--- config.mk ---
export PLATFORM = sky130hd
export DESIGN_NAME = bvpa_ctrl
export DESIGN_NICKNAME = d
export VERILOG_FILES = /design/src/design/bvpa_pkg.sv /design/src/design/bvpa_ctrl.sv
export SDC_FILE = /design/constraint.sdc
export NUM_CORES = 1
export LEC_CHECK = 0
export BUFFER_PORTS_ARGS = -buffer_cell sky130_fd_sc_hd__buf_2
export CELL_PAD_IN_SITES_DETAIL_PLACEMENT = 1
export CELL_PAD_IN_SITES_GLOBAL_PLACEMENT = 1
export CORE_ASPECT_RATIO = 1.5
export CORE_UTILIZATION = 37
export DETAILED_ROUTE_END_ITERATION = 10
export PLACE_DENSITY_LB_ADDON = 0.08
export SYNTH_ARGS = -nofsm -noshare
export SYNTH_HDL_FRONTEND = slang
export SYNTH_SLANG_ARGS = --single-unit
--- constraint.sdc ---
create_clock -name clk -period 3 [get_ports clk]
set_clock_uncertainty 0.1 [all_clocks]
set_input_delay 0.6 -clock clk [delete_from_list [all_inputs] [get_ports clk]]
set_output_delay 0.6 -clock clk [all_outputs]
set_load 0.02 [all_outputs]
--- src/design/bvpa_pkg.sv ---
// ----------------------------------------------------------------------------
// bvpa_pkg
// Shared widths, command codes and controller/datapath bundles for the
// binned velocity profile average unit.
// ----------------------------------------------------------------------------
`default_nettype none

package bvpa_pkg;

    localparam int BIN_COUNT = 32;
    localparam int BIN_W     = 5;
    localparam int VEL_W     = 16;
    localparam int NB_W      = 6;
    localparam int FA_W      = 9;
    localparam int MC_W      = 17;
    localparam int DROP_W    = 16;
    localparam int DIV_W     = 26;
    localparam int DVS_W     = 10;
    localparam int LANES     = 4;

    // Command codes carried in func
    localparam logic [1:0] FUNC_SAMPLE = 2'd0;
    localparam logic [1:0] FUNC_CLOSE  = 2'd1;
    localparam logic [1:0] FUNC_REPORT = 2'd2;

    // Configuration register indexes
    localparam logic CFG_NUM_BINS = 1'b0;
    localparam logic CFG_FRAMES   = 1'b1;

    typedef logic [LANES-1:0][DIV_W-1:0] div_vec_t;

    // Controller to datapath
    typedef struct packed {
        logic             rd;
        logic             use_bin;
        logic [BIN_W-1:0] addr;
        logic             latch;
        logic             drop;
        logic             smp_wr;
        logic             cls_div;
        logic             rep_div;
        logic             cls_wr;
        logic             rep_load;
        logic             clr_frame;
        logic             clr_time;
    } dp_cmd_t;

    // Datapath to controller
    typedef struct packed {
        logic bin_ok;
        logic div_done;
        logic out_free;
        logic rep_empty;
        logic rep_last;
    } dp_stat_t;

endpackage

`default_nettype wire

--- src/design/bvpa_ctrl.sv ---
// ----------------------------------------------------------------------------
// bvpa_ctrl
// Controller: takes one transaction at a time and sequences sample
// accumulation, the frame-close bin walk and the report bin walk.
// ----------------------------------------------------------------------------
`default_nettype none

module bvpa_ctrl (
    input  wire logic               clk,
    input  wire logic               rst_n,
    input  wire logic               in_valid,
    output logic                    in_ready,
    input  wire logic [1:0]         func,
    input  wire bvpa_pkg::dp_stat_t stat,
    output bvpa_pkg::dp_cmd_t       cmd
);
    import bvpa_pkg::*;

    localparam logic [3:0] ST_IDLE   = 4'd0;
    localparam logic [3:0] ST_S_RD   = 4'd1;
    localparam logic [3:0] ST_S_WR   = 4'd2;
    localparam logic [3:0] ST_C_RD   = 4'd3;
    localparam logic [3:0] ST_C_DIV  = 4'd4;
    localparam logic [3:0] ST_C_WAIT = 4'd5;
    localparam logic [3:0] ST_C_WR   = 4'd6;
    localparam logic [3:0] ST_R_RD   = 4'd7;
    localparam logic [3:0] ST_R_DIV  = 4'd8;
    localparam logic [3:0] ST_R_WAIT = 4'd9;
    localparam logic [3:0] ST_R_OUT  = 4'd10;

    logic [3:0]       state_reg, state_next;
    logic [BIN_W-1:0] k_reg, k_next;
    logic             accept;

    assign accept   = in_valid && (state_reg == ST_IDLE);
    assign in_ready = (state_reg == ST_IDLE);

    always_comb
    begin
        state_next = state_reg;
        k_next     = k_reg;
        cmd        = '0;
        cmd.addr   = k_reg;
        unique case (state_reg)
            ST_IDLE:
            begin
                k_next = '0;
                if (accept)
                begin
                    cmd.latch = 1'b1;
                    priority case (func)
                        FUNC_SAMPLE: state_next = ST_S_RD;
                        FUNC_CLOSE:  state_next = ST_C_RD;
                        FUNC_REPORT:
                        begin
                            if (stat.rep_empty)
                                cmd.clr_time = 1'b1;
                            else
                                state_next = ST_R_RD;
                        end
                        default:     state_next = ST_IDLE;
                    endcase
                end
            end
            ST_S_RD:
            begin
                cmd.use_bin = 1'b1;
                if (stat.bin_ok)
                begin
                    cmd.rd     = 1'b1;
                    state_next = ST_S_WR;
                end
                else
                begin
                    cmd.drop   = 1'b1;
                    state_next = ST_IDLE;
                end
            end
            ST_S_WR:
            begin
                cmd.use_bin = 1'b1;
                cmd.smp_wr  = 1'b1;
                state_next  = ST_IDLE;
            end
            ST_C_RD:
            begin
                cmd.rd     = 1'b1;
                state_next = ST_C_DIV;
            end
            ST_C_DIV:
            begin
                cmd.cls_div = 1'b1;
                state_next  = ST_C_WAIT;
            end
            ST_C_WAIT:
            begin
                if (stat.div_done)
                    state_next = ST_C_WR;
            end
            ST_C_WR:
            begin
                cmd.cls_wr = 1'b1;
                k_next     = k_reg + 1'b1;
                if (k_reg == '1)
                begin
                    cmd.clr_frame = 1'b1;
                    state_next    = ST_IDLE;
                end
                else
                begin
                    state_next = ST_C_RD;
                end
            end
            ST_R_RD:
            begin
                cmd.rd     = 1'b1;
                state_next = ST_R_DIV;
            end
            ST_R_DIV:
            begin
                cmd.rep_div = 1'b1;
                state_next  = ST_R_WAIT;
            end
            ST_R_WAIT:
            begin
                if (stat.div_done)
                    state_next = ST_R_OUT;
            end
            ST_R_OUT:
            begin
                if (stat.out_free)
                begin
                    cmd.rep_load = 1'b1;
                    k_next       = k_reg + 1'b1;
                    if (stat.rep_last)
                    begin
                        cmd.clr_time = 1'b1;
                        state_next   = ST_IDLE;
                    end
                    else
                    begin
                        state_next = ST_R_RD;
                    end
                end
            end
            default:
            begin
                state_next = ST_IDLE;
            end
        endcase
    end

    always_ff @(posedge clk or negedge rst_n)
    begin
        if (!rst_n)
        begin
            state_reg <= ST_IDLE;
            k_reg     <= '0;
        end
        else
        begin
            state_reg <= state_next;
            k_reg     <= k_next;
        end
    end

endmodule

`default_nettype wire

== Word-level counts from Yosys, hierarchy flattened ==
Index checks and enable logic that the tools add are counted.
Operators by class
  add/subtract/negate cells: 1
  eq/ne operators: 18
  reduce and logical (&&, ||, !) cells: 8
  multiplexer cells: 33
Operators with widths (count)
  4-bit case mux with 10 select lines: 1
  4-bit two-way mux: 5
  1-bit two-way mux: 19
  4-bit by 3-bit equality test with 1-bit output (second input constant): 4
  5-bit case mux with 3 select lines: 1
  4-bit equality test (second input constant): 3
  4-bit case mux with 3 select lines: 1
  4-bit by 2-bit equality test with 1-bit output (second input constant): 2
  2-bit inequality test (second input constant): 3
  5-bit by 1-bit adder with 5-bit output (second input constant): 1
  5-bit equality test (second input constant): 1
  5-bit two-way mux: 1
  5-bit AND reduction: 1
  4-bit by 1-bit equality test with 1-bit output (second input constant): 1
  4-bit zero test: 1
  2-bit two-way mux: 2
  1-bit case mux with 2 select lines: 2
  2-bit OR reduction: 2
  3-bit two-way mux: 1
  3-bit inequality test (second input constant): 1
  3-bit nonzero test: 1
  2-bit by 1-bit equality test with 1-bit output (second input constant): 1
  2-bit equality test (second input constant): 1
  2-bit zero test: 1
  other kinds (3): 3
Storage, ports and cells
  logic and storage cells: 62
  output and inout bits: 17
  register bits: 9
  input port bits: 10

== Logic depth before layout (Yosys ltp) ==
  depth after elaboration: 4
  mapped depth: 6
  gate-level depth less buffers: 6

== Worst setup path before layout ==
No wires, ideal clock.
  path type: reg2out
  start point: register state_reg[0]
  end point: output port cmd[0] in the netlist's numbering
  slack: 0.247 ns
  data required time: 2.300 ns
  path buffers: 0
  cell stages (with the launch flop): 4
  data arrival time: 2.053 ns
  cells stage by stage: dfrtp_1 -> nor4_1 -> and2_1 -> a32o_1
RTL lines
  start, declared: line bvpa_ctrl.sv:31  | logic [3:0] state_reg, state_next;
  start signal, assigned: line bvpa_ctrl.sv:162  | state_reg <= state_next;
  end, declared: line bvpa_ctrl.sv:15  | output bvpa_pkg::dp_cmd_t cmd

==> flow_summary.toml <==
[power_and_ir_drop]
power_uw = 851
leakage_nw = 0.482
vdd_drop_max_mv = 0.381
powerDensity_nw_per_um2 = 929

[finish]
n_fill_cell = 244
nNetsFinal = 130
multi_input_area_um2 = 493
fin_util = 0.488
syn2layout_area_growth_pct = 21.0
antenna_cells = 0
seq_area_um2 = 225
stdcell_count = 135
drive_above_1_share = 0.298
largest_reg_flops = 5

[status]
status = "completed"

[worst_setup_path]
ff2ff_path_depth = 4
cp-startpoint = "state_reg[0]"
crit_path_max_fanout = 15
reg2reg_from = "state_reg[0]"
cp-end-kind = "primary output"
cp-start-kind = "flip-flop"
worstSetupPathType = "flip-flop to primary output"
r2r-end = "state_reg[1]"
crit_arrival_ps = 1950
r2r_slack_ps = 910
crit_required_ps = 2300

[clocking]
cts_tree = "done"
postCtsSetupRepairBufs = 0
clock_sinks = 9
postCtsHoldBufs = 0
cts-htree-levels = 1
insertion_delay_ps = 250
cts-resized-gates = 0
cts_buffers = 3
root_buffer = "clkbuf_4"
clkTransAtPathRegs_ps = 60
cts_max_path_buffers = 2

[floorplanning]
io_pins = 27
dieArea_um2 = 2230
initial_core_util = 0.403
std_cell_rows = 19
core_area_um2 = 1880
dieWidth_um = 38.9
die_h_um = 57.4

[synth]
synth_nets = 103
synth_edf_count = 0
async_flop_share = 1.00
synth_area_leaders = "dfrtp_1 (30%), ha_1 (8.3%), nor2_1 (4.0%)"
synth_warnings = 0
synth.top_cell.area_share = 0.298
syn_area_per_cell_um2 = 8.60
synth_area_um2 = 757
synth_top_cells_by_count = "dfrtp_1 (9), nor2_1 (8), nand2_1 (6)"
synth_area_leader_cell = "dfrtp_1"
syn_inst = 88
seq_area_frac_synth = 0.298
ys_seq_elements = 9
yosysMostFrequentCell = "dfrtp_1"
synth_ff_type = "dfrtp_1"
ys_types = 37

[placement]
dp_hpwl_mm = 1.67
io_buffers = 26
post-place-cells = 131
place_congestion = 0.782
pre_cts_slack_ps = 616

[route]
via_per_inst = 5.62
antenna_left = 0
wl_mm = 2.04
drc = 0
wl_per_cell_um = 15.1
firstDrtPassIters = 2
dr.first_iter.drc_count = 1
routed-via-count = 759

[timing]
period_minus_slack_ps = 2650
fin_ws_ps = 350
grt_setup_unrepaired = "false"
setup_viol_count_final = 0
fmax_mhz = 377
maxSlewViolCount = 0
relSlewSlack = 0.606
setup_tns_ps = 0
period_share = 0.883
worstMarginPinSlew_ps = 586
hold_viol = 0

[grt]
grt_pass1_vias = 789
grtUsageTotal = 0.210
overflow = 0
grt_pass1_wl_mm = 3.33
antenna_found_initial = 0
grt_max_degree = 17

[job]
cap_violations = 0

[worst_hold_path]
hp-class = "input port to async pin"
power breakdown:
group	switching (mW)	total (mW)	internal (mW)
Clock	0.0382	0.0892	0.0510
Combinational	0.291	0.509	0.218
Sequential	0.0995	0.252	0.153
worst max-delay path, stage by stage, from the launching register on:
cell and delay, ps:
dfrtp_1 540, nor4_1 610, and2_1 220, a32o_1 160
buf_2 160
through the flow:
step | hold slack, ps | cell area (µm²)
6_report | 86.3 | 916
3_3_place_gp | 356 | 890
2_1_floorplan | 204 | 757
4_1_cts | 82.9 | 916
5_1_grt | 86.0 | 916
3_5_place_dp | 360 | 890
worst max path at each step:
stage | endpoint | slack, ps | depth (start not counted)
2_1_floorplan | cmd[0] | 250 | 3
3_3_place_gp | cmd[0] | 640 | 4
3_5_place_dp | cmd[0] | 620 | 4
4_1_cts | cmd[0] | 320 | 4
5_1_grt | cmd[0] | 110 | 4
6_report | cmd[0] | 350 | 4
per-layer routing:
layer,wire length (µm),vias up,global-route usage
met5,0,-,0
met4,35,0,0.108
met3,44,4,0
met2,1140,17,0.398
met1,822,358,0.219
li1,-,380,-
placed cells by master, fill, tap and decap left out:
cell	Yosys	layout
nand3_1	1	1
mux2_2	1	1
or3_1	2	2
a21oi_1	5	5
nor3_1	5	5
o21ba_2	1	1
nor2b_1	2	2
o2bb2ai_1	2	2
buf_2	1	26
o41ai_1	1	1
a32o_1	2	2
a21boi_1	1	1
inv_1	4	4
and3_1	2	2
o21ai_0	4	4
nand2_1	6	6
nand2b_1	3	3
o22ai_1	2	2
or2_2	1	1
or2b_1	1	1
a311o_1	1	1
a32oi_1	1	1
or4_1	1	1
a211oi_1	1	1
a41o_1	2	2
nand3b_1	1	1
o211a_1	1	1
or2b_4	1	1
clkbuf_1	2	1
dfrtp_1	9	9
and2_1	2	2
a22o_1	2	2
nand3b_4	1	1
nor2_1	8	8
ha_1	5	5
clkbuf_4	0	3
nor4_1	2	2
area by class of cell:
class	count	share of cell area
well taps	21	0.0287
flip-flops and latches	9	0.246
multi-input cells	71	0.538
clock buffers	4	0.0287
inverters	4	0.0164
repair buffers	26	0.142
kinds of logic (layout without fill, tap and decap cells):
group | after synthesis | in the layout | synth area share
adder cells (fa/ha/maj) | 5 | 5 | 0.0826
multiplexers | 1 | 1 | 0.0149
AND/OR/NAND/NOR | 39 | 39 | 0.296
AO/OA/AOI/OAI | 26 | 26 | 0.258
buffers and inverters | 8 | 34 | 0.0512
flip-flops | 9 | 9 | 0.298
Note: power is estimated with default switching activity, not from simulation.
